===== src/rtl/tcf_pkg.sv =====
// Shared types, constants and helper functions for the tilt complementary filter.
package tcf_pkg;

  // CORDIC iteration count; the arctangent table covers up to 20 steps.
  localparam int CORDIC_STEPS = 14;
  localparam int ATAN_N       = 20;
  localparam int ATAN_IDX_W   = 5;
  localparam int STEP_W       = $clog2(CORDIC_STEPS);

  // Vector registers hold input * 2^16 plus CORDIC growth.
  localparam int VEC_W = 36;
  // Angle accumulator in units of 2^-24 rad.
  localparam int ACC_W = 28;
  localparam logic signed [ACC_W-1:0] PI_UNITS = 28'sd52707179;
  localparam logic signed [ACC_W-1:0] MEAS_BIAS = 28'sd1024;
  localparam int MEAS_SHIFT = 11;

  // Blend datapath widths.
  localparam int RD_W   = 33;
  localparam int WM_W   = 34;
  localparam int AP_W   = 50;
  localparam int SUM_W  = 51;
  localparam int BLEND_SHIFT = 29;
  localparam int SAT_IN_W = SUM_W - BLEND_SHIFT;

  // Job queue depth between front and back.
  localparam int Q_DEPTH = 2;
  localparam int PTR_W   = $clog2(Q_DEPTH);
  localparam int CNT_W   = $clog2(Q_DEPTH + 1);

  // Configuration register indexes.
  localparam int CFG_IDX_W = 2;
  localparam logic [CFG_IDX_W-1:0] CFG_BLEND_WEIGHT  = 2'd0;
  localparam logic [CFG_IDX_W-1:0] CFG_SAMPLE_PERIOD = 2'd1;
  localparam logic [CFG_IDX_W-1:0] CFG_ANGLE_OFFSET  = 2'd2;

  localparam logic [15:0] BLEND_WEIGHT_RST  = 16'd64225;
  localparam logic [15:0] SAMPLE_PERIOD_RST = 16'd1311;
  localparam logic signed [15:0] ANGLE_OFFSET_RST = 16'sd1679;

  // Input vector class decided by the front end.
  typedef enum logic [1:0] {
    QUAD_RIGHT   = 2'd0,
    QUAD_LEFT_UP = 2'd1,
    QUAD_LEFT_DN = 2'd2,
    QUAD_ZERO    = 2'd3
  } quad_t;

  typedef struct packed {
    logic signed [16:0] vx0;
    logic signed [16:0] vy0;
    quad_t              quad;
    logic signed [15:0] rate;
  } tcf_job_t;

  typedef struct packed {
    logic full;
    logic empty;
  } tcf_qstat_t;

  typedef struct packed {
    logic [15:0]        blend_weight;
    logic [15:0]        sample_period;
    logic signed [15:0] angle_offset;
  } tcf_cfg_t;

  // Arctangent of 2^-i in units of 2^-24 rad, rounded to nearest.
  function automatic logic signed [ACC_W-1:0] atan_entry(input logic [ATAN_IDX_W-1:0] i);
    logic signed [ACC_W-1:0] v;
    unique case (i)
      5'd0:    v = 28'sd13176795;
      5'd1:    v = 28'sd7778716;
      5'd2:    v = 28'sd4110060;
      5'd3:    v = 28'sd2086331;
      5'd4:    v = 28'sd1047214;
      5'd5:    v = 28'sd524117;
      5'd6:    v = 28'sd262123;
      5'd7:    v = 28'sd131069;
      5'd8:    v = 28'sd65536;
      5'd9:    v = 28'sd32768;
      5'd10:   v = 28'sd16384;
      5'd11:   v = 28'sd8192;
      5'd12:   v = 28'sd4096;
      5'd13:   v = 28'sd2048;
      5'd14:   v = 28'sd1024;
      5'd15:   v = 28'sd512;
      5'd16:   v = 28'sd256;
      5'd17:   v = 28'sd128;
      5'd18:   v = 28'sd64;
      5'd19:   v = 28'sd32;
      default: v = '0;
    endcase
    return v;
  endfunction

  // Clamp to the signed 16-bit range.
  function automatic logic signed [15:0] sat16(input logic signed [SAT_IN_W-1:0] v);
    logic signed [15:0] r;
    if (v > SAT_IN_W'(32767)) begin
      r = 16'sh7fff;
    end else if (v < -SAT_IN_W'(32768)) begin
      r = 16'sh8000;
    end else begin
      r = v[15:0];
    end
    return r;
  endfunction

endpackage


===== src/rtl/tcf_if.sv =====
// Valid/ready stream interfaces for IMU samples and pitch results.
interface tcf_in_if;
  logic               valid;
  logic               ready;
  logic signed [15:0] accel_x;
  logic signed [15:0] accel_z;
  logic signed [15:0] rate_y;

  modport source (output valid, output accel_x, output accel_z, output rate_y, input ready);
  modport sink   (input valid, input accel_x, input accel_z, input rate_y, output ready);
endinterface



===== src/rtl/tcf_front.sv =====
// Front end: accepts IMU samples, folds the vector into the right half plane, classifies it.
module tcf_front
  import tcf_pkg::*;
(
  tcf_in_if.sink     in_chan,
  input  tcf_qstat_t qstat,
  output logic       push,
  output tcf_job_t   job
);

  logic x_neg;
  logic z_neg;
  logic is_zero;
  logic signed [16:0] x_ext;
  logic signed [16:0] z_ext;

  assign in_chan.ready = !qstat.full;
  assign push          = in_chan.valid && in_chan.ready;

  assign x_ext   = 17'(in_chan.accel_x);
  assign z_ext   = 17'(in_chan.accel_z);
  assign x_neg   = in_chan.accel_x[15];
  assign z_neg   = in_chan.accel_z[15];
  assign is_zero = (in_chan.accel_x == '0) && (in_chan.accel_z == '0);

  always_comb begin
    // turn left-half vectors by pi
    job.vx0  = x_neg ? -x_ext : x_ext;
    job.vy0  = x_neg ? -z_ext : z_ext;
    job.rate = in_chan.rate_y;
    priority if (is_zero) begin
      job.quad = QUAD_ZERO;
    end else if (x_neg && !z_neg) begin
      job.quad = QUAD_LEFT_UP;
    end else if (x_neg) begin
      job.quad = QUAD_LEFT_DN;
    end else begin
      job.quad = QUAD_RIGHT;
    end
  end

endmodule


===== src/flat_wrapper.sv =====
// flat-port wrapper written by rule: the top's interface ports become plain ports
module tcf_front_flat import tcf_pkg::*;
  (qstat, push, job, in_chan_valid, in_chan_accel_x, in_chan_accel_z, in_chan_rate_y, in_chan_ready);
  tcf_in_if in_chan_i ();
  input  tcf_qstat_t qstat;
  output logic push;
  output tcf_job_t job;
  input wire logic [$bits(in_chan_i.valid)-1:0] in_chan_valid;
  input wire logic [$bits(in_chan_i.accel_x)-1:0] in_chan_accel_x;
  input wire logic [$bits(in_chan_i.accel_z)-1:0] in_chan_accel_z;
  input wire logic [$bits(in_chan_i.rate_y)-1:0] in_chan_rate_y;
  output wire logic [$bits(in_chan_i.ready)-1:0] in_chan_ready;
  assign in_chan_i.valid = in_chan_valid;
  assign in_chan_i.accel_x = in_chan_accel_x;
  assign in_chan_i.accel_z = in_chan_accel_z;
  assign in_chan_i.rate_y = in_chan_rate_y;
  assign in_chan_ready = in_chan_i.ready;
  tcf_front u_core (.in_chan(in_chan_i), .qstat(qstat), .push(push), .job(job));
endmodule

===== config.mk =====
export PLATFORM = sky130hd
export DESIGN_NAME = tcf_front_flat
export DESIGN_NICKNAME = d
export VERILOG_FILES = /design/src/rtl/tcf_pkg.sv /design/src/rtl/tcf_if.sv /design/src/rtl/tcf_front.sv /design/src/flat_wrapper.sv
export SDC_FILE = /design/constraint.sdc
export NUM_CORES = 1
export LEC_CHECK = 0
export ABC_AREA = 1
export ABC_CLOCK_PERIOD_IN_PS = 2100
export BUFFER_PORTS_ARGS = -buffer_cell sky130_fd_sc_hd__buf_4
export CELL_PAD_IN_SITES_DETAIL_PLACEMENT = 0
export CELL_PAD_IN_SITES_GLOBAL_PLACEMENT = 1
export CORE_MARGIN = 5
export CORE_UTILIZATION = 23
export DETAILED_ROUTE_END_ITERATION = 8
export PLACE_DENSITY_LB_ADDON = 0.1
export SYNTH_ARGS = -nofsm -noshare
export SYNTH_HDL_FRONTEND = slang
export SYNTH_SLANG_ARGS = --single-unit

===== constraint.sdc =====
create_clock -name vclk -period 2.1
set_clock_uncertainty 0.15 [all_clocks]
set_input_delay 0.525 -clock vclk [all_inputs]
set_output_delay 0.525 -clock vclk [all_outputs]
set_load 0.005 [all_outputs]

# ---- After elaboration in Yosys (flattened, before gate mapping)
# Cells that the tools add are included.
dict set report word_totals {
  wordCells 14
  regBits 0
}
dict set report classes {
  muxes 5
  reduce_logical 7
  addsub 2
}
# cell count
set op_table {}
lappend op_table {{$mux W17} 2}
lappend op_table {{$neg A16 Y17} 2}
lappend op_table {{$logic_not A16 Y1} 2}
lappend op_table {{$mux W2} 3}
lappend op_table {{$logic_and A1 B1 Y1} 3}
lappend op_table {{$logic_not A1 Y1} 2}

# ---- Longest topological paths before layout
# Gate-level depths: netlist of the first run.
dict set report depth {
  word_depth 4
  ltp_mapped 9
}

# ---- Worst setup path after synthesis of the first run
# Ideal clock, no wire load.
dict set report synth_path {
  path_kind {input-to-output}
  from {input port in_chan_accel_x[1]}
  to {output port job[43] (netlist bit)}
  required_time_ps 1425
  stages 5
  arrival_time_ps 1254
  setup_slack_ps 171
  path_cell_list {inv_1 ha_1 nand3_4 o21ai_2 xor2_1}
}
# element line
set synth_lines {}
lappend synth_lines {{from (decl)} flat_wrapper.sv:9} ;# input wire logic [$bits(in_chan_i.accel_x)-1:0] in_chan_accel_x;
lappend synth_lines {{to (decl)} flat_wrapper.sv:7} ;# output tcf_job_t job;

==> results of run 1 <==
-- per-stage QoR --
| stage | power (mW) | TNS (ns) | cells |
|---|---|---|---|
| finish | 0.405 | 0 | 358 |
| global route | 0.450 | -0.448 | 358 |
| CTS | 0.371 | -0.00369 | 355 |
| detailed placement | 0.353 | -1.39 | 355 |
| global placement | 0.353 | -1.26 | 355 |
| floorplan | 0.181 | 0 | 224 |
-- worst paths after layout --
path	slack [ns]	depth (start not counted)	from	end
worst max-delay path	0.03	8	in_chan_accel_x[1]	job[17]
worst min-delay path	0.90	0	in_chan_rate_y[10]	job[10]
-- what timing repair did --
| action | CTS | global route |
|---|---|---|
| setup endpoints to repair | 25 | 26 |
| gates resized for setup | 24 | 54 |
| setup buffers | 0 | 4 |
| pin swaps | 9 | 21 |
-- synth_stat cells, drive strengths merged --
library cell / n / area share (%)
xnor2: 3 / 2.3
inv: 36 / 12
nor3: 2 / 1.3
nand3b: 3 / 1.9
conb: 1 / 0.32
xor2: 11 / 8.3
ha: 2 / 2.2
buf: 23 / 16
nand3: 19 / 9.3
nor2: 30 / 10
o21ai: 18 / 10
nand2: 76 / 27
-- cell families (layout without fill, tap and decap cells) --
logic type      Yosys count  after routing  synth area share [%]
fa+ha+maj                 2              2                  2.16
xor+xnor                 14             14                  10.6
buf+inv                  59            126                  27.3
simple gates            130            130                  49.2
compound gates           18             18                  10.4
other cells               1              1                 0.324
-- power by group --
part / switching, mW / leakage [nW] / internal (mW)
Sequential: 0 / 0 / 0
Clock: 0 / 0 / 0
Combinational: 0.185 / 1.07 / 0.220
Total: 0.185 / 1.07 / 0.220
-- cell type report --
class / instances / area (um^2)
Fill cell: 548 / 2830
Inverter: 36 / 158
Multi-Input combinational cell: 165 / 992
Tap cell: 67 / 83.8
Timing Repair Buffer: 90 / 756
-- layer usage --
layer / vias up / part of all wire [%] / wire length, um
met5: - / 0 / 0
met4: 0 / 0.055 / 2
met3: 2 / 6.5 / 239
met2: 34 / 54 / 1960
met1: 615 / 40 / 1450
li1: 795 / - / -
==> out/qor.csv, run 1 <==
stage;metric;value;unit
power;Leak;1.07;nW
drt;vias;1446;
layout;fin nets;346;
global_route;global-route wire length before repair;6.04;mm
floorplan;initial core utilization;24.1;%
global_route;initial antenna violation count;0;
sta;Setup-failing EPs final;0;
drt;WL per Instance;10.2;um
power;Max VDD drop;103;uV
setup_path;slowest cell delay on critical path;0.14;ns
clock_tree;hold_buf cts;0;
setup_path;CP Capture Type;output pin;
global_route;Top Usage Layer GRT;met2;
setup_path;CP required;1.42;ns
global_route;M3 GR Usage;1.77;%
sta;hold_ws;0.900;ns
layout;register area;0;um^2
floorplan;DIE AREA;6560;um^2
yosys;Post-Syn Area;1160;um^2
layout;FF+latch count;0;
yosys;Post-Syn Nets;277;
floorplan;# rows;25;
layout;fraction of layout cells with a size suffix above 1;49.5;%
drt;vias per cell;4.04;
sta;hold violation total from the final report;0;
floorplan;Die Width;81.0;um
yosys;sequential fraction of the synthesis area;0;%
layout;clk_buf instances;0;
global_route;largest net degree at the start of global routing;20;
setup_path;slowest stage cell, crit path;ha_4;
layout;leading cell type in the layout, fill and taps excluded;buf_4;
setup_path;Startpoint Class;primary input;
drt;First-pass DRT Iterations;2;
floorplan;total I/O pin count;105;
drt;DRT Wirelength;3.65;mm
yosys;Synth cell types;23;
sta;min Tclk post-route;2.07;ns
drt;DRT iter0 DRCs;35;
global_route;met1 usage;12.4;%
run;max-cap viol count;0;
floorplan;core area;4820;um^2
placement;Placer Congestion;0.767;
power;pwr/cell area;203;nW/um^2
placement;Final HPWL DP;3.15;mm
global_route;vias in the first global route;1461;
drt;Final ANT Viol Nets;0;
layout;n_diodes;0;
global_route;gr ovfl total;0;
global_route;total global-route track usage;10.8;%
layout;Design Area, Final;1990;um^2
setup_path;crit-path max FO;5;
placement;PortBufs;71;
layout;final core utilization;41.3;%
hold_path;worst hold path class;primary input to output pin;
sta;Final period util;98.8;%
setup_path;crit path cell chain;buf_8 > inv_6 > ha_4 > nand3_4 > nor2_1 > nand2_1 > o21ai_1 > buf_4;
yosys;Synth Warn #;0;
drt;DRC;0;
floorplan;die height;81.0;um
setup_path;kind of critical path;primary input to output pin;
sta;RSZ-0062 raised after global routing;yes;
sta;Final WS setup;0.0251;ns
yosys;Synth Instances;224;
setup_path;Critical Path AT;1.40;ns
layout;area grow syn2layout;71.7;%
placement;Post-DP Area;1730;um^2
global_route;global routing met2 resource utilization;21.6;%
setup_path;top cell family by delay on the critical path;simple AND/OR/NAND/NOR gates;
outcome;outcome;completed;
sta;Pins Over Slew Limit;0;
layout;most frequent cells in the layout;buf_4 (76), nand2_1 (61), inv_1 (23);
placement;worst slack, placed;-0.165;ns
sta;Max Fclk;0.482;GHz
yosys;syn avg cell area;5.17;um^2
setup_path;Worst Path Buf+Inv;3;
Power figures use the tool's default switching activity.
==> run 2: changes to the inputs <==
CORE_MARGIN = 2   (was 5)
==> out/qor.csv, run 2 (same netlist as run 1, synthesis figures left out) <==
stage;metric;value;unit
outcome;outcome;completed;
floorplan;# rows;25;
floorplan;initial core utilization;24.2;%
sta;hold_ws;0.900;ns
setup_path;Worst Setup EP;job[46];
sta;Pins Over Slew Limit;0;
drt;vias per cell;4.10;
power;Leak;1.07;nW
hold_path;worst hold path class;primary input to output pin;
layout;FF+latch count;0;
sta;Fin Setup TNS;0;ns
layout;register area;0;um^2
layout;leading cell type in the layout, fill and taps excluded;buf_4;
setup_path;CP Capture Type;output pin;
layout;clk_buf instances;0;
global_route;total global-route track usage;12.3;%
placement;Placer Congestion;0.733;
setup_path;Startpoint Class;primary input;
layout;fraction of layout cells with a size suffix above 1;50.7;%
power;pwr/cell area;200;nW/um^2
sta;Setup-failing EPs final;0;
floorplan;total I/O pin count;105;
drt;DRC;0;
layout;fin nets;349;
setup_path;Critical Path AT;1.41;ns
sta;Final period util;99.1;%
placement;PortBufs;71;
run;max-cap viol count;0;
setup_path;crit-path max FO;3;
global_route;vias in the first global route;1330;
sta;min Tclk post-route;2.08;ns
global_route;largest net degree at the start of global routing;18;
layout;area grow syn2layout;71.4;%
global_route;initial antenna violation count;0;
layout;Design Area, Final;1990;um^2
placement;Final HPWL DP;2.94;mm
placement;Post-DP Area;1740;um^2
drt;DRT Wirelength;3.52;mm
layout;most frequent cells in the layout;buf_4 (82), nand2_1 (62), inv_1 (24);
sta;Max Fclk;0.481;GHz
layout;n_diodes;0;
floorplan;die height;75.0;um
floorplan;core area;4790;um^2
floorplan;DIE AREA;5620;um^2
sta;RSZ-0062 raised after global routing;yes;
drt;WL per Instance;9.76;um
layout;Filler cells;559;
drt;Final ANT Viol Nets;0;
drt;First-pass DRT Iterations;4;
drt;vias;1480;
global_route;gr ovfl total;0;
floorplan;Die Width;75.0;um
setup_path;CP required;1.42;ns
global_route;global-route wire length before repair;5.74;mm
power;Max VDD drop;84.1;uV
drt;DRT iter0 DRCs;23;
setup_path;CP startpoint;in_chan_accel_x[0];
sta;hold violation total from the final report;0;
setup_path;kind of critical path;primary input to output pin;
## run 2: cell count changes in the layout (fill, tap and decap cells not counted), moves of 2 or more
cell	before	now
nor2_2	6	8
o21ai_1	5	3
buf_4	76	82
inv_4	7	2
inv_2	5	8
nor2_1	19	16
## run 2: critical path: stages
cell and delay [ns]:
buf_8 0.10, nor3_1 0.19, buf_4 0.15, nand3b_1 0.14
nand2_1 0.09, nand2_1 0.05, nand2_1 0.05, buf_4 0.10
## run 2: power by group
group          internal [mW]  total [mW]  switching [mW]
logic                  0.217       0.398           0.181
registers                  0           0               0
clock network              0           0               0
total                  0.217       0.398           0.181
## run 2: worst min path at each step
stage                        start  cells past startpoint  slack (ns)      end
5_1_grt          in_chan_rate_y[3]                      0        0.90   job[3]
2_1_floorplan  in_chan_accel_x[13]                      1        0.92  job[50]
4_1_cts         in_chan_rate_y[10]                      0        0.90  job[10]
6_report         in_chan_rate_y[3]                      0        0.90   job[3]
3_3_place_gp    in_chan_rate_y[10]                      0        0.90  job[10]
3_5_place_dp    in_chan_rate_y[10]                      0        0.90  job[10]
## run 2: per-stage QoR
step	power, mW	instances	setup WS (ns)	utilization, %
2_1_floorplan	0.181	224	0.171	-
3_3_place_gp	0.352	358	-0.145	36.3
3_5_place_dp	0.352	358	-0.151	36.3
4_1_cts	0.373	359	-0.00582	38.3
5_1_grt	0.444	361	-0.0824	41.5
6_report	0.398	361	0.0191	41.5
## run 2: per-layer routing
metal	vias to the layer above	share of wire [%]	track usage, %
li1	799	-	-
met3	2	7.3	1.61
met2	52	52	23.3
met4	0	0.057	0.397
met1	627	41	15.4
met5	-	0	0
## run 2: cell type report
cell class | instances | area [um^2] | area share [%]
inverter | 36 | 150 | 7.56
multi-input combinational | 165 | 997 | 50.2
tap | 67 | 83.8 | 4.22
timing repair buffer | 93 | 754 | 38.0
## run 2: timing repair
action,4_1_cts,5_1_grt
endpoints found under the setup margin,21,25
cloned,0,0
gates resized for setup,27,45
hold endpoints to repair,0,0
buffers inserted,1,2
hold buffers,0,0
pin swaps,15,16
