### src/rtl/tcf_pkg.sv
// Shared types, constants and helper functions for the tilt complementary filter.
package tcf_pkg;

  // CORDIC iteration count; the arctangent table covers up to 20 steps.
  localparam int CORDIC_STEPS = 14;
  localparam int ATAN_N       = 20;
  localparam int ATAN_IDX_W   = 5;
  localparam int STEP_W       = $clog2(CORDIC_STEPS);

  // Vector registers hold input * 2^16 plus CORDIC growth.
  localparam int VEC_W = 36;
  // Angle accumulator in units of 2^-24 rad.
  localparam int ACC_W = 28;
  localparam logic signed [ACC_W-1:0] PI_UNITS = 28'sd52707179;
  localparam logic signed [ACC_W-1:0] MEAS_BIAS = 28'sd1024;
  localparam int MEAS_SHIFT = 11;

  // Blend datapath widths.
  localparam int RD_W   = 33;
  localparam int WM_W   = 34;
  localparam int AP_W   = 50;
  localparam int SUM_W  = 51;
  localparam int BLEND_SHIFT = 29;
  localparam int SAT_IN_W = SUM_W - BLEND_SHIFT;

  // Job queue depth between front and back.
  localparam int Q_DEPTH = 2;
  localparam int PTR_W   = $clog2(Q_DEPTH);
  localparam int CNT_W   = $clog2(Q_DEPTH + 1);

  // Configuration register indexes.
  localparam int CFG_IDX_W = 2;
  localparam logic [CFG_IDX_W-1:0] CFG_BLEND_WEIGHT  = 2'd0;
  localparam logic [CFG_IDX_W-1:0] CFG_SAMPLE_PERIOD = 2'd1;
  localparam logic [CFG_IDX_W-1:0] CFG_ANGLE_OFFSET  = 2'd2;

  localparam logic [15:0] BLEND_WEIGHT_RST  = 16'd64225;
  localparam logic [15:0] SAMPLE_PERIOD_RST = 16'd1311;
  localparam logic signed [15:0] ANGLE_OFFSET_RST = 16'sd1679;

  // Input vector class decided by the front end.
  typedef enum logic [1:0] {
    QUAD_RIGHT   = 2'd0,
    QUAD_LEFT_UP = 2'd1,
    QUAD_LEFT_DN = 2'd2,
    QUAD_ZERO    = 2'd3
  } quad_t;

  typedef struct packed {
    logic signed [16:0] vx0;
    logic signed [16:0] vy0;
    quad_t              quad;
    logic signed [15:0] rate;
  } tcf_job_t;

  typedef struct packed {
    logic full;
    logic empty;
  } tcf_qstat_t;

  typedef struct packed {
    logic [15:0]        blend_weight;
    logic [15:0]        sample_period;
    logic signed [15:0] angle_offset;
  } tcf_cfg_t;

  // Arctangent of 2^-i in units of 2^-24 rad, rounded to nearest.
  function automatic logic signed [ACC_W-1:0] atan_entry(input logic [ATAN_IDX_W-1:0] i);
    logic signed [ACC_W-1:0] v;
    unique case (i)
      5'd0:    v = 28'sd13176795;
      5'd1:    v = 28'sd7778716;
      5'd2:    v = 28'sd4110060;
      5'd3:    v = 28'sd2086331;
      5'd4:    v = 28'sd1047214;
      5'd5:    v = 28'sd524117;
      5'd6:    v = 28'sd262123;
      5'd7:    v = 28'sd131069;
      5'd8:    v = 28'sd65536;
      5'd9:    v = 28'sd32768;
      5'd10:   v = 28'sd16384;
      5'd11:   v = 28'sd8192;
      5'd12:   v = 28'sd4096;
      5'd13:   v = 28'sd2048;
      5'd14:   v = 28'sd1024;
      5'd15:   v = 28'sd512;
      5'd16:   v = 28'sd256;
      5'd17:   v = 28'sd128;
      5'd18:   v = 28'sd64;
      5'd19:   v = 28'sd32;
      default: v = '0;
    endcase
    return v;
  endfunction

  // Clamp to the signed 16-bit range.
  function automatic logic signed [15:0] sat16(input logic signed [SAT_IN_W-1:0] v);
    logic signed [15:0] r;
    if (v > SAT_IN_W'(32767)) begin
      r = 16'sh7fff;
    end else if (v < -SAT_IN_W'(32768)) begin
      r = 16'sh8000;
    end else begin
      r = v[15:0];
    end
    return r;
  endfunction

endpackage

### src/rtl/tcf_queue.sv
// Short job queue that decouples the front end from the compute back end.
module tcf_queue
  import tcf_pkg::*;
(
  input  logic       clk,
  input  logic       rst_n,
  input  logic       push,
  input  tcf_job_t   job_in,
  input  logic       pop,
  output tcf_job_t   job_out,
  output tcf_qstat_t qstat
);

  tcf_job_t         slot_r [Q_DEPTH];
  logic [PTR_W-1:0] wr_ptr_r, wr_ptr_nxt;
  logic [PTR_W-1:0] rd_ptr_r, rd_ptr_nxt;
  logic [CNT_W-1:0] count_r, count_nxt;

  assign job_out     = slot_r[rd_ptr_r];
  assign qstat.full  = (count_r == CNT_W'(Q_DEPTH));
  assign qstat.empty = (count_r == '0);

  always_comb begin
    wr_ptr_nxt = wr_ptr_r;
    rd_ptr_nxt = rd_ptr_r;
    count_nxt  = count_r;
    if (push) begin
      wr_ptr_nxt = (wr_ptr_r == PTR_W'(Q_DEPTH - 1)) ? '0 : wr_ptr_r + 1'b1;
    end
    if (pop) begin
      rd_ptr_nxt = (rd_ptr_r == PTR_W'(Q_DEPTH - 1)) ? '0 : rd_ptr_r + 1'b1;
    end
    if (push && !pop) begin
      count_nxt = count_r + 1'b1;
    end else if (pop && !push) begin
      count_nxt = count_r - 1'b1;
    end
  end

  always_ff @(posedge clk) begin
    if (!rst_n) begin
      wr_ptr_r <= '0;
      rd_ptr_r <= '0;
      count_r  <= '0;
    end else begin
      wr_ptr_r <= wr_ptr_nxt;
      rd_ptr_r <= rd_ptr_nxt;
      count_r  <= count_nxt;
    end
  end

  always_ff @(posedge clk) begin
    if (push) begin
      slot_r[wr_ptr_r] <= job_in;
    end
  end

endmodule

### config.mk
export PLATFORM = sky130hd
export DESIGN_NAME = tcf_queue
export DESIGN_NICKNAME = d
export VERILOG_FILES = /design/src/rtl/tcf_pkg.sv /design/src/rtl/tcf_queue.sv
export SDC_FILE = /design/constraint.sdc
export NUM_CORES = 1
export LEC_CHECK = 0
export BUFFER_PORTS_ARGS = -buffer_cell sky130_fd_sc_hd__buf_4
export CORE_AREA = 2 2 110 112
export DETAILED_ROUTE_END_ITERATION = 7
export DIE_AREA = 0 0 112 114
export GPL_ROUTABILITY_DRIVEN = 0
export HOLD_SLACK_MARGIN = 0.02
export PLACE_DENSITY_LB_ADDON = 0.15
export SLEW_MARGIN = 20
export SYNTH_ARGS = -nofsm -noshare
export SYNTH_HDL_FRONTEND = slang
export SYNTH_SLANG_ARGS = --single-unit
### constraint.sdc
create_clock -name clk -period 3.39 [get_ports clk]
set_input_delay 0.1695 -clock clk [delete_from_list [all_inputs] [get_ports clk]]
set_output_delay 0.1695 -clock clk [all_outputs]
set_load 0.005 [all_outputs]
# Word level (Yosys, flattened, before mapping)
# Memory sizes are Yosys's and may differ from the RTL's. A register that Yosys moved wholly into a read port is not among the register bits.
# Cells that the tools add are included.
dict set report word_totals {
  regBits 4
  ramBits 104
  inputBits 56
  out_inout_bits 54
  word_cells 23
  memories 1
}
dict set report op_classes {
  n_addsub 4
  eq_ne 1
  n_mux 8
  reduce_logical 6
}
# memory depth word_bits rd rd_clocked_by_memory_dff wr line_no
set memory_table {}
lappend memory_table {slot_r 2 52 1 1 1 tcf_queue.sv:14} ;# tcf_job_t slot_r [Q_DEPTH];
# cell n
set op_table {}
lappend op_table {{two-way mux 1 bit} 6}
lappend op_table {{two-way mux 2 bit} 2}
lappend op_table {{adder 1 bit, second input constant} 2}
lappend op_table {{adder 2 x 1 -> 2 bit, second input constant} 1}
lappend op_table {{== test 2 bit, second input constant} 1}
lappend op_table {{logical AND 1 bit} 2}
lappend op_table {{zero test 1 bit} 2}
lappend op_table {{zero test 2 bit} 1}
lappend op_table {{nonzero test 2 bit} 1}
lappend op_table {{subtractor 2 x 1 -> 2 bit, second input constant} 1}

# Longest topological paths before layout
# Gate-level depths: netlist of run 1.
dict set report depth {
  ltp_word 4
  depth_mapped 5
  mapped_depth_nobuf 5
}

# Worst setup path before layout of run 1
# OpenSTA, ideal clock, no wires.
dict set report synth_timing {
  kind {reg2reg}
  start {register wr_ptr_r}
  end {memory slot_r[0][0] (netlist name) (enable)}
  setup_ns 0.469
  arrival_ns 2.649
  required_ns 2.921
  slack_ns 0.272
  path_stages_with_launch 2
  path_buffers 0
  synth_period_minus_slack_ns 3.118
  cell_sequence {dfxtp_1 nor2b_1}
}
# element line_no
set synth_lines {}
lappend synth_lines {{start: declaration} tcf_queue.sv:15} ;# logic [PTR_W-1:0] wr_ptr_r, wr_ptr_nxt;
lappend synth_lines {{start signal: assignment} tcf_queue.sv:46} ;# wr_ptr_r <= wr_ptr_nxt;
lappend synth_lines {{end: declaration} tcf_queue.sv:14}
# Straight into the memory's write port.

==> results of run 1 <==
## repair_timing
action                                  4_1_cts  5_1_grt
setup buffers                                 0        0
hold endpoints to repair                    104        0
resized for setup                             0        0
hold buffers                                 52        0
endpoints found under the setup margin        0        0
## cells by family (layout without fill, tap and decap cells)
family | Yosys count | after routing
flops | 109 | 109
mux | 52 | 52
simple gates | 9 | 9
buf+inv | 7 | 184
compound gates | 3 | 3
xor+xnor | 3 | 3
fa+ha+maj | 1 | 1
## where the power goes
group	total (W)	leakage, nW	switching [W]	internal (W)
combinational	0.000375	1.03	0.000137	0.000238
clock	0.00109	0.153	0.000445	0.000643
sequential	0.00158	1.02	0.0000279	0.00155
total	0.00304	2.20	0.000609	0.00243
## worst register-to-register path: stages, from the launching register on
cell and delay [ps]:
dfxtp_1 380, and2_2 590, buf_4 380
## synth_stat cells, drive strengths merged
library cell  instances  area, sq um
ha                    1         12.5
o21a                  1         7.51
or3                   1         6.26
inv                   1         3.75
xnor2                 1         8.76
and2                  4         25.0
buf                   6         42.5
dfxtp                 5          100
nor2b                 2         12.5
nor2                  1         3.75
edfxtp              104         3120
a21boi                1         7.51
mux2                 52          586
o21ai                 1         5.00
xor2                  2         17.5
and2b                 1         8.76
## placed cells by master, fill, tap and decap left out, types with 2 or more instances in the layout
| master | netlist | final |
|---|---|---|
| bufinv_16 | 0 | 2 |
| xor2_1 | 2 | 2 |
| edfxtp_1 | 104 | 104 |
| buf_4 | 5 | 115 |
| and2_1 | 4 | 3 |
| clkbuf_16 | 0 | 9 |
| dfxtp_1 | 5 | 4 |
| mux2_2 | 52 | 52 |
| clkinv_2 | 0 | 2 |
| dlygate4sd3_1 | 0 | 52 |
## worst max-delay path by stage
stage                    to  cells past startpoint  slack, ps
6_report        job_out[51]                      3       1310
5_1_grt         job_out[51]                      3       1140
4_1_cts         job_out[51]                      3       1210
3_5_place_dp    job_out[51]                      3       1590
3_3_place_gp    job_out[47]                      3       1590
2_1_floorplan  slot_r[0][0]                      1        270
## area by class of cell
class	count	area [sq um]	area share, %
sequential	109	3220	55.4
multi-input combinational	68	709	12.2
tap	147	184	3.16
inverter	1	3.75	0.0645
timing repair buffer	167	1380	23.8
clock inverter	7	90.1	1.55
clock buffer	9	225	3.87
## through the flow
step	setup slack [ps]	power [W]	util (%)	hold WS (ps)	area (sq um)
global placement	1590	0.00194	42.6	355	4980
floorplan	272	0.00175	-	268	3970
CTS	1210	0.00309	49.7	60.8	5820
global route	1140	0.00316	49.7	67.0	5820
detailed placement	1590	0.00195	42.6	358	4980
finish	1310	0.00304	49.7	66.4	5820
## layer usage
metal	part of all wire [%]	vias up	wire [um]	GRT usage (%)
li1	-	1063	-	-
met1	41	1098	3200	14.3
met2	52	51	4050	21.3
met3	4.3	11	329	2.87
met4	2.0	0	156	6.34
met5	0	-	0	0
## registers in the layout, summed over array words and instances (netlist names), named ones only
signal and count:
slot_r 104, count_r 2, rd_ptr_r 1, wr_ptr_r 1
==> metrics.md, run 1 <==
| Metric | Value |
|---|---|
| Routed WL per cell | `15.2 um` |
| Layout cell share with drive strength beyond 1 | `51.5%` |
| Status | `finished, final reports clean` |
| Vias in the first global route | `2409` |
| Seq/Total Area, Yosys | `81.2%` |
| Crit path buf inv count | `2` |
| Synthesized net count | `241` |
| Compound-cell area share of the yosys netlist | `0.504%` |
| Area of the core | `11700 sq um` |
| Family with the most delay on the worst path | `flip-flops` |
| Max capacitance violation total | `0` |
| P&R area growth vs syn | `46.6%` |
| DRC | `0` |
| Peak fanout along the critical path | `21` |
| Largest net degree at the start of global routing | `26` |
| Main combinational cell family by area after synthesis | `multiplexers` |
| Flops & latches, synth | `109` |
| H-Tree Depth | `3` |
| Worst Skew | `3.15 ps` |
| Tcrit/Tclk final | `61.3%` |
| Critical path's most frequent cell | `buf_4` |
| Synthesized area | `3970 sq um` |
| Detailed Place HPWL | `5.08 mm` |
| Crit path time final | `2080 ps` |
| Worst endpoint required time | `3220 ps` |
| Max VDD drop | `0.205 mV` |
| Starting Density | `33.9%` |
| DRT Wirelength | `7.73 mm` |
| YS warnings | `0` |
| P_leak | `2.20 nW` |
| Slowest cell delay on critical path | `680 ps` |
| Placed cell count | `440` |
| Post-synthesis xor/xnor area fraction | `0.662%` |
| First-pass GRT wire length | `12.0 mm` |
| Starting DRC count in detailed routing | `87` |
| CTS tree | `done` |
| Crit. End Element | `primary output` |
| Average size of a mapped cell | `21.6 sq um` |
| CP max-delay cell | `dfxtp_2` |
| RR Startpoint | `wr_ptr_r` |
| Hold wc startpoint | `rst_n` |
| Initial antenna violation count | `0` |
| Flop2flop setup slack | `1710 ps` |
| Die ar. | `12800 sq um` |
| Setup TNS | `0 ps` |
| Via Count | `2223` |
| Site row count | `40` |
| Worst r2r dst | `slot_r[1][6]` |
| Hold Violations, Final | `0` |
| # clock sinks | `109` |
| First drt pass iteration count | `4` |
| Multiplexer share of the synthesized area | `14.7%` |
| Die Ht | `114 um` |
| Grt ovf | `0` |
| Hold Crit Depth | `2` |
| Unique cell type count in the Yosys netlist | `17` |
| Antenna Nets Post-Route | `0` |
| Crit Path Class | `reg -> out` |
| Worst skew pair latency | `340 ps` |
| Clock buffer depth | `2` |
| Die Span X | `112 um` |
| Relative slew slack | `57.0%` |
| Post-Layout Cell Count | `508` |
| Cell count after synthesis | `184` |
| Area share of fa/ha/maj cells after synthesis | `0.315%` |
| GRT Total Usage | `12.3%` |
| Synth Area in Simple Gates | `1.42%` |
| Port bufs | `109` |
| TritonCTS buffer count | `9` |
| Startpoint types | `register` |
| Reg2Reg Depth | `2` |
| Routed vias/inst | `4.38` |
| Filler Cells Inserted | `1006` |
| # diodes | `0` |
| Worst hold-check path type | `in -> reg` |
| Final nets | `413` |
| Hold Path Sink | `wr_ptr_r` |
| Clock-pin slew on the worst setup and hold paths | `70 ps` |
| Crit-path cells | `buf_4 > mux2_2 > buf_4` |
| Final slew viol count | `0` |
| Measured slew at the worst slew-check pin | `645 ps` |
| RSZ-0062 raised after global routing | `false` |
| Setup violators final | `0` |
| Clock root cell | `clkbuf_16` |
| P per Cell Area | `523 nW/um^2` |
| I/O Pins | `110` |
| Fmax | `481 MHz` |
| Worst Path Arrival | `1910 ps` |
No activity file was read; power rests on OpenSTA's default activity.
==> run 2, diff against run 1 <==
Clock period 3.39 ns to 1.97 ns, I/O delays scaled along.
==> metrics.md, run 2 (synthesis results as in run 1) <==
| Metric | Value |
|---|---|
| Crit path buf inv count | `2 (unchanged)` |
| P per Cell Area | `914 nW/um^2 (+75%)` |
| Worst endpoint required time | `1870 ps (-1350 ps)` |
| Number of flip-flops in the largest register | `104 (unchanged)` |
| Clock root cell | `clkbuf_16` |
| Routed WL per cell | `14.7 um (-3.4%)` |
| Crit-path cells | `buf_12 > mux2_2 > buf_4` |
| Fmax | `624 MHz` |
| Setup violators final | `0 (unchanged)` |
| H-Tree Depth | `3 (unchanged)` |
| Worst Path Arrival | `1500 ps (-410 ps)` |
| Port bufs | `109 (unchanged)` |
| Starting Density | `33.9% (unchanged)` |
| GRT Total Usage | `12.1% (-0.14 points)` |
| Filler Cells Inserted | `1040 (+3.4%)` |
| Final worst slack | `368 ps (-944 ps)` |
| Slowest cell delay on critical path | `390 ps (-290 ps)` |
| Setup Fix Bufs, Post-CTS | `0 (unchanged)` |
| DRT Wirelength | `7.49 mm (-3.2%)` |
| Final nets | `414 (+0.24%)` |
| Crit path time final | `1600 ps` |
| Crit. End Element | `primary output` |
| Largest Register | `slot_r` |
| Biggest regs | `slot_r x104, count_r x2` |
| Internal power | `0.00432 W (+77%)` |
| Die ar. | `12800 sq um (unchanged)` |
| Commonest non-fill, non-tap cell in the layout | `buf_4` |
| I/O Pins | `110 (unchanged)` |
| Site row count | `40 (unchanged)` |
| Tcrit/Tclk final | `81.3%` |
| Cts repair resizes | `0 (unchanged)` |
| # diodes | `0 (unchanged)` |
| Starting DRC count in detailed routing | `82 (-5.7%)` |
| # clock sinks | `109 (unchanged)` |
| Layout cell share with drive strength beyond 1 | `50.6% (-0.97 points)` |
| RSZ-0062 raised after global routing | `false` |
| Clock buffer depth | `2 (unchanged)` |
| Placed cell count | `440 (unchanged)` |
| Setup TNS | `0 ps (unchanged)` |
| Worst hold-check path type | `in -> reg` |
| Worst Skew | `1.91 ps (-1.24 ps)` |
| Share of power burned in registers | `50.5% (-1.5 points)` |
| Reg2Reg Depth | `2 (unchanged)` |
| DRC | `0 (unchanged)` |
| Clock Power Share | `37.0% (+1.3 points)` |
| Startpoint types | `register` |
| TritonCTS buffer count | `9 (unchanged)` |
| Max VDD drop | `0.370 mV (+81%)` |
| RR Startpoint | `wr_ptr_r` |
| P&R area growth vs syn | `47.6%` |
| CTS tree | `done` |
| P_leak | `2.21 nW (+0.64%)` |
| Initial antenna violation count | `0 (unchanged)` |
| Hold wc startpoint | `pop` |
| Antenna Nets Post-Route | `0 (unchanged)` |
| CP max-delay cell | `mux2_2` |
| Area of the core | `11700 sq um (unchanged)` |
| Total power | `0.00536 W (+76%)` |
| First drt pass iteration count | `4 (unchanged)` |
| Peak fanout along the critical path | `52 (+150%)` |
| Hold buffers post-CTS | `53 (+1.9%)` |
| Most frequent cells in the layout | `buf_4 (114), edfxtp_1 (104), dlygate4sd3_1 (53), mux2_2 (52), clkbuf_16 (9)` |
| Crit Path Class | `reg -> out` |
| Grt ovf | `0 (unchanged)` |
| Hold Violations, Final | `0 (unchanged)` |
| Max capacitance violation total | `0 (unchanged)` |
| Final slew viol count | `0 (unchanged)` |
| Status | `finished, final reports clean` |
| Die Ht | `114 um (unchanged)` |
| Switching Share | `19.4% (-0.65 points)` |
| Family with the most delay on the worst path | `buffers and inverters` |
| Vias in the first global route | `2444 (+1.5%)` |
| Post-Layout Cell Count | `509 (+0.20%)` |
| Largest net degree at the start of global routing | `53 (+100%)` |
| Worst r2r dst | `slot_r[1][6]` |
| Via Count | `2226 (+0.13%)` |
| Pre-CTS WS | `687 ps (-899 ps)` |
| First-pass GRT wire length | `11.9 mm (-0.64%)` |
| Routed vias/inst | `4.37 (about the same)` |
| Relative slew slack | `73.0% (+16 points)` |
| Hold Crit Depth | `3 (+1)` |
| Detailed Place HPWL | `4.51 mm (-11%)` |
| Flop2flop setup slack | `710 ps (-1000 ps)` |
| Die Span X | `112 um (unchanged)` |
| Psw | `0.00104 W (+70%)` |
| Power share of the combinational group | `12.5% (+0.2 points)` |
| Clock-pin slew on the worst setup and hold paths | `70 ps (about the same)` |
| Worst skew pair latency | `330 ps (about the same)` |
| Measured slew at the worst slew-check pin | `404 ps (-241 ps)` |
==> run 2: worst max-delay path by stage <==
| stage | start | to | cells after the start |
|---|---|---|---|
| after CTS | register | job_out[6] | 3 |
| after floorplan | wr_ptr_r | slot_r[0][0] | 1 |
| after global placement | register | job_out[6] | 3 |
| after detailed placement | wr_ptr_r | slot_r[1][47] | 2 |
| after global routing | register | job_out[6] | 3 |
| final | register | job_out[6] | 3 |
==> run 2: per-layer routing <==
| layer | part of all wire (%) | global-route usage [%] |
|---|---|---|
| met1 | 45 | 15.7 |
| met2 | 48 | 19.8 |
| met3 | 5.5 | 2.82 |
| met4 | 1.6 | 5.37 |
| met5 | 0 | 0 |
==> run 2: tightest hold or removal path, delay by kind of cell <==
kind | cells | cell delay (ps)
and+or+nand+nor | 1 | 150
buffers and inverters | 1 | 90
xor gates and xnor gates | 1 | 60
==> run 2: layout make-up <==
cell class	instances	area [sq um]	share of cell area (%)
tap	147	184	3.14
multi-input combinational	68	709	12.1
clock inverter	6	101	1.73
inverter	1	3.75	0.0641
sequential	109	3220	55.0
clock buffer	10	229	3.91
timing repair buffer	168	1410	24.0
==> run 2: power by group through the flow <==
stage                     combinational, W  clock, W  sequential [W]
after floorplan                   0.000263         0         0.00275
after global placement            0.000593         0         0.00275
after detailed placement          0.000597         0         0.00276
after CTS                         0.000686   0.00204         0.00270
after global routing              0.000729   0.00212         0.00271
final                             0.000669   0.00198         0.00270
==> run 2: through the flow <==
stage	util, %	hold WS (ps)	cell area, sq um
2_1_floorplan	-	197	3980
4_1_cts	50.0	86.1	5860
6_report	50.0	98.5	5860
3_3_place_gp	42.7	284	5000
3_5_place_dp	42.7	286	5000
5_1_grt	50.0	110	5860
==> run 3, diff against run 2 <==
Clock period 1.97 ns to 1.5 ns, I/O delays scaled along.
==> metrics.md, run 3 (synthesis results as in run 1) <==
| Metric | Value |
|---|---|
| CTS tree | `done` |
| Biggest regs | `slot_r x104, count_r x2` |
| Routed vias/inst | `4.43 (+1.3%)` |
| Die Span X | `112 um (unchanged)` |
| Worst endpoint required time | `1420 ps (-450 ps)` |
| Most frequent cells in the layout | `edfxtp_1 (104), buf_4 (95), dlygate4sd3_1 (53), mux2_4 (29), mux2_2 (23)` |
| Area of the core | `11700 sq um (unchanged)` |
| Port bufs | `109 (unchanged)` |
| Worst r2r dst | `slot_r[0][24]` |
| Worst Skew | `3.97 ps (+2.05 ps)` |
| Measured slew at the worst slew-check pin | `312 ps (-92.8 ps)` |
| Site row count | `40 (unchanged)` |
| # clock sinks | `109 (unchanged)` |
| Vias in the first global route | `2456 (+0.49%)` |
| Startpoint types | `register` |
| H-Tree Depth | `3 (unchanged)` |
| Filler Cells Inserted | `985 (-5.3%)` |
| RSZ-0062 raised after global routing | `true` |
| Status | `complete, but fails checks` |
| Total power | `0.00704 W (+31%)` |
| Failing checks | `negative setup slack` |
| Clock buffer depth | `2 (unchanged)` |
| Final worst slack | `-7.47 ps (-375 ps)` |
| Number of flip-flops in the largest register | `104 (unchanged)` |
| Initial antenna violation count | `0 (unchanged)` |
| DRC | `0 (unchanged)` |
| Hold Violations, Final | `0 (unchanged)` |
| Peak fanout along the critical path | `23 (-56%)` |
| Crit-path cells | `buf_12 > mux2_2 > buf_4` |
| First-pass GRT wire length | `12.0 mm (+0.93%)` |
| P&R area growth vs syn | `53.1%` |
| Largest net degree at the start of global routing | `54 (+1.9%)` |
| Relative slew slack | `79.2% (+6.2 points)` |
| Crit. End Element | `primary output` |
| Crit Path Class | `reg -> out` |
| Via Count | `2254 (+1.3%)` |
| Commonest non-fill, non-tap cell in the layout | `edfxtp_1` |
| Setup violators final | `10 (+10)` |
| Tcrit/Tclk final | `100%` |
| Final slew viol count | `0 (unchanged)` |
| Routed WL per cell | `15.7 um (+6.4%)` |
| Hold wc startpoint | `pop` |
| RR Startpoint | `wr_ptr_r` |
| Grt ovf | `0 (unchanged)` |
| Fmax | `663 MHz` |
| Max VDD drop | `0.474 mV (+28%)` |
| # diodes | `0 (unchanged)` |
| P_leak | `2.36 nW (+6.5%)` |
| DRT Wirelength | `7.97 mm (+6.4%)` |
| Max capacitance violation total | `0 (unchanged)` |
| Starting DRC count in detailed routing | `78 (-4.9%)` |
| Final nets | `414 (unchanged)` |
| Layout cell share with drive strength beyond 1 | `51.7% (+1.1 points)` |
| Worst hold-check path type | `in -> reg` |
| Slowest cell delay on critical path | `400 ps (about the same)` |
| Die ar. | `12800 sq um (unchanged)` |
| Reg2Reg Depth | `2 (unchanged)` |
| Starting Density | `33.9% (unchanged)` |
| Worst Path Arrival | `1430 ps (-70 ps)` |
| Hold Crit Depth | `3 (unchanged)` |
| Worst hold slack | `69.0 ps (-29.6 ps)` |
| Antenna Nets Post-Route | `0 (unchanged)` |
| Clock root cell | `clkbuf_16` |
| CP max-delay cell | `dfxtp_4` |
| Flop2flop setup slack | `390 ps (-320 ps)` |
| Clock-pin slew on the worst setup and hold paths | `70 ps (about the same)` |
| TritonCTS buffer count | `9 (unchanged)` |
| GRT Total Usage | `12.3% (+0.19 points)` |
| Setup Fix Bufs, Post-CTS | `0 (unchanged)` |
| Largest Register | `slot_r` |
| I/O Pins | `110 (unchanged)` |
| Crit path time final | `1510 ps` |
| Detailed Place HPWL | `4.64 mm (+3.1%)` |
| First drt pass iteration count | `5 (+1)` |
| Die Ht | `114 um (unchanged)` |
| Worst skew pair latency | `340 ps (about the same)` |
| P per Cell Area | `1160 nW/um^2 (+27%)` |
| Pre-CTS WS | `333 ps (-353 ps)` |
run 3: layout make-up:
type | instances | area, sq um | area share (%)
inverters | 1 | 3.75 | 0.0618
multi-input cells | 68 | 818 | 13.5
repair buffers | 168 | 1530 | 25.1
clock inverters | 6 | 87.6 | 1.44
flip-flops and latches | 109 | 3230 | 53.1
clock buffers | 10 | 229 | 3.77
well taps | 147 | 184 | 3.03
run 3: stage by stage:
step	utilization [%]	cell area [sq um]	instances	TNS [ps]
2_1_floorplan	-	3980	184	-1370
3_3_place_gp	43.0	5040	439	0
3_5_place_dp	43.0	5040	439	0
4_1_cts	50.3	5890	508	-400
5_1_grt	51.9	6080	509	-1560
6_report	51.9	6080	509	-30.7
run 3: worst max-delay path by stage:
stage                         from           end  slack (ps)  cells past startpoint
after floorplan           wr_ptr_r  slot_r[0][0]         -30                      1
after global placement    register   job_out[38]         330                      3
after detailed placement  register   job_out[45]         330                      3
after CTS                 register   job_out[45]         -30                      3
after global routing      register    job_out[0]         -60                      3
final                     register   job_out[47]          -7                      3
run 3: layer usage:
metal	global-route usage (%)	up-vias	routed length, um
met2	21.9	52	4310
met4	6.59	0	196
met5	0	-	0
li1	-	1067	-
met3	2.07	12	264
met1	14.3	1123	3200
run 3: worst max-delay path: cells and delay by family (launching register included):
kind	cells	cell delay (ps)
multiplexers	1	360
flip-flops	1	400
buffers and inverters	2	330
run 3: power breakdown:
part / leakage, nW / internal, W / switching, W
sequential: 1.02 / 0.00351 / 0.0000498
clock: 0.156 / 0.00146 / 0.00102
combinational: 1.18 / 0.000646 / 0.000357
total: 2.36 / 0.00562 / 0.00142
run 3: what timing repair did:
action,4_1_cts,5_1_grt
resized for setup,2,42
cloned,0,1
hold buffers,53,0
hold endpoints to repair,109,0
setup endpoints to repair,34,47
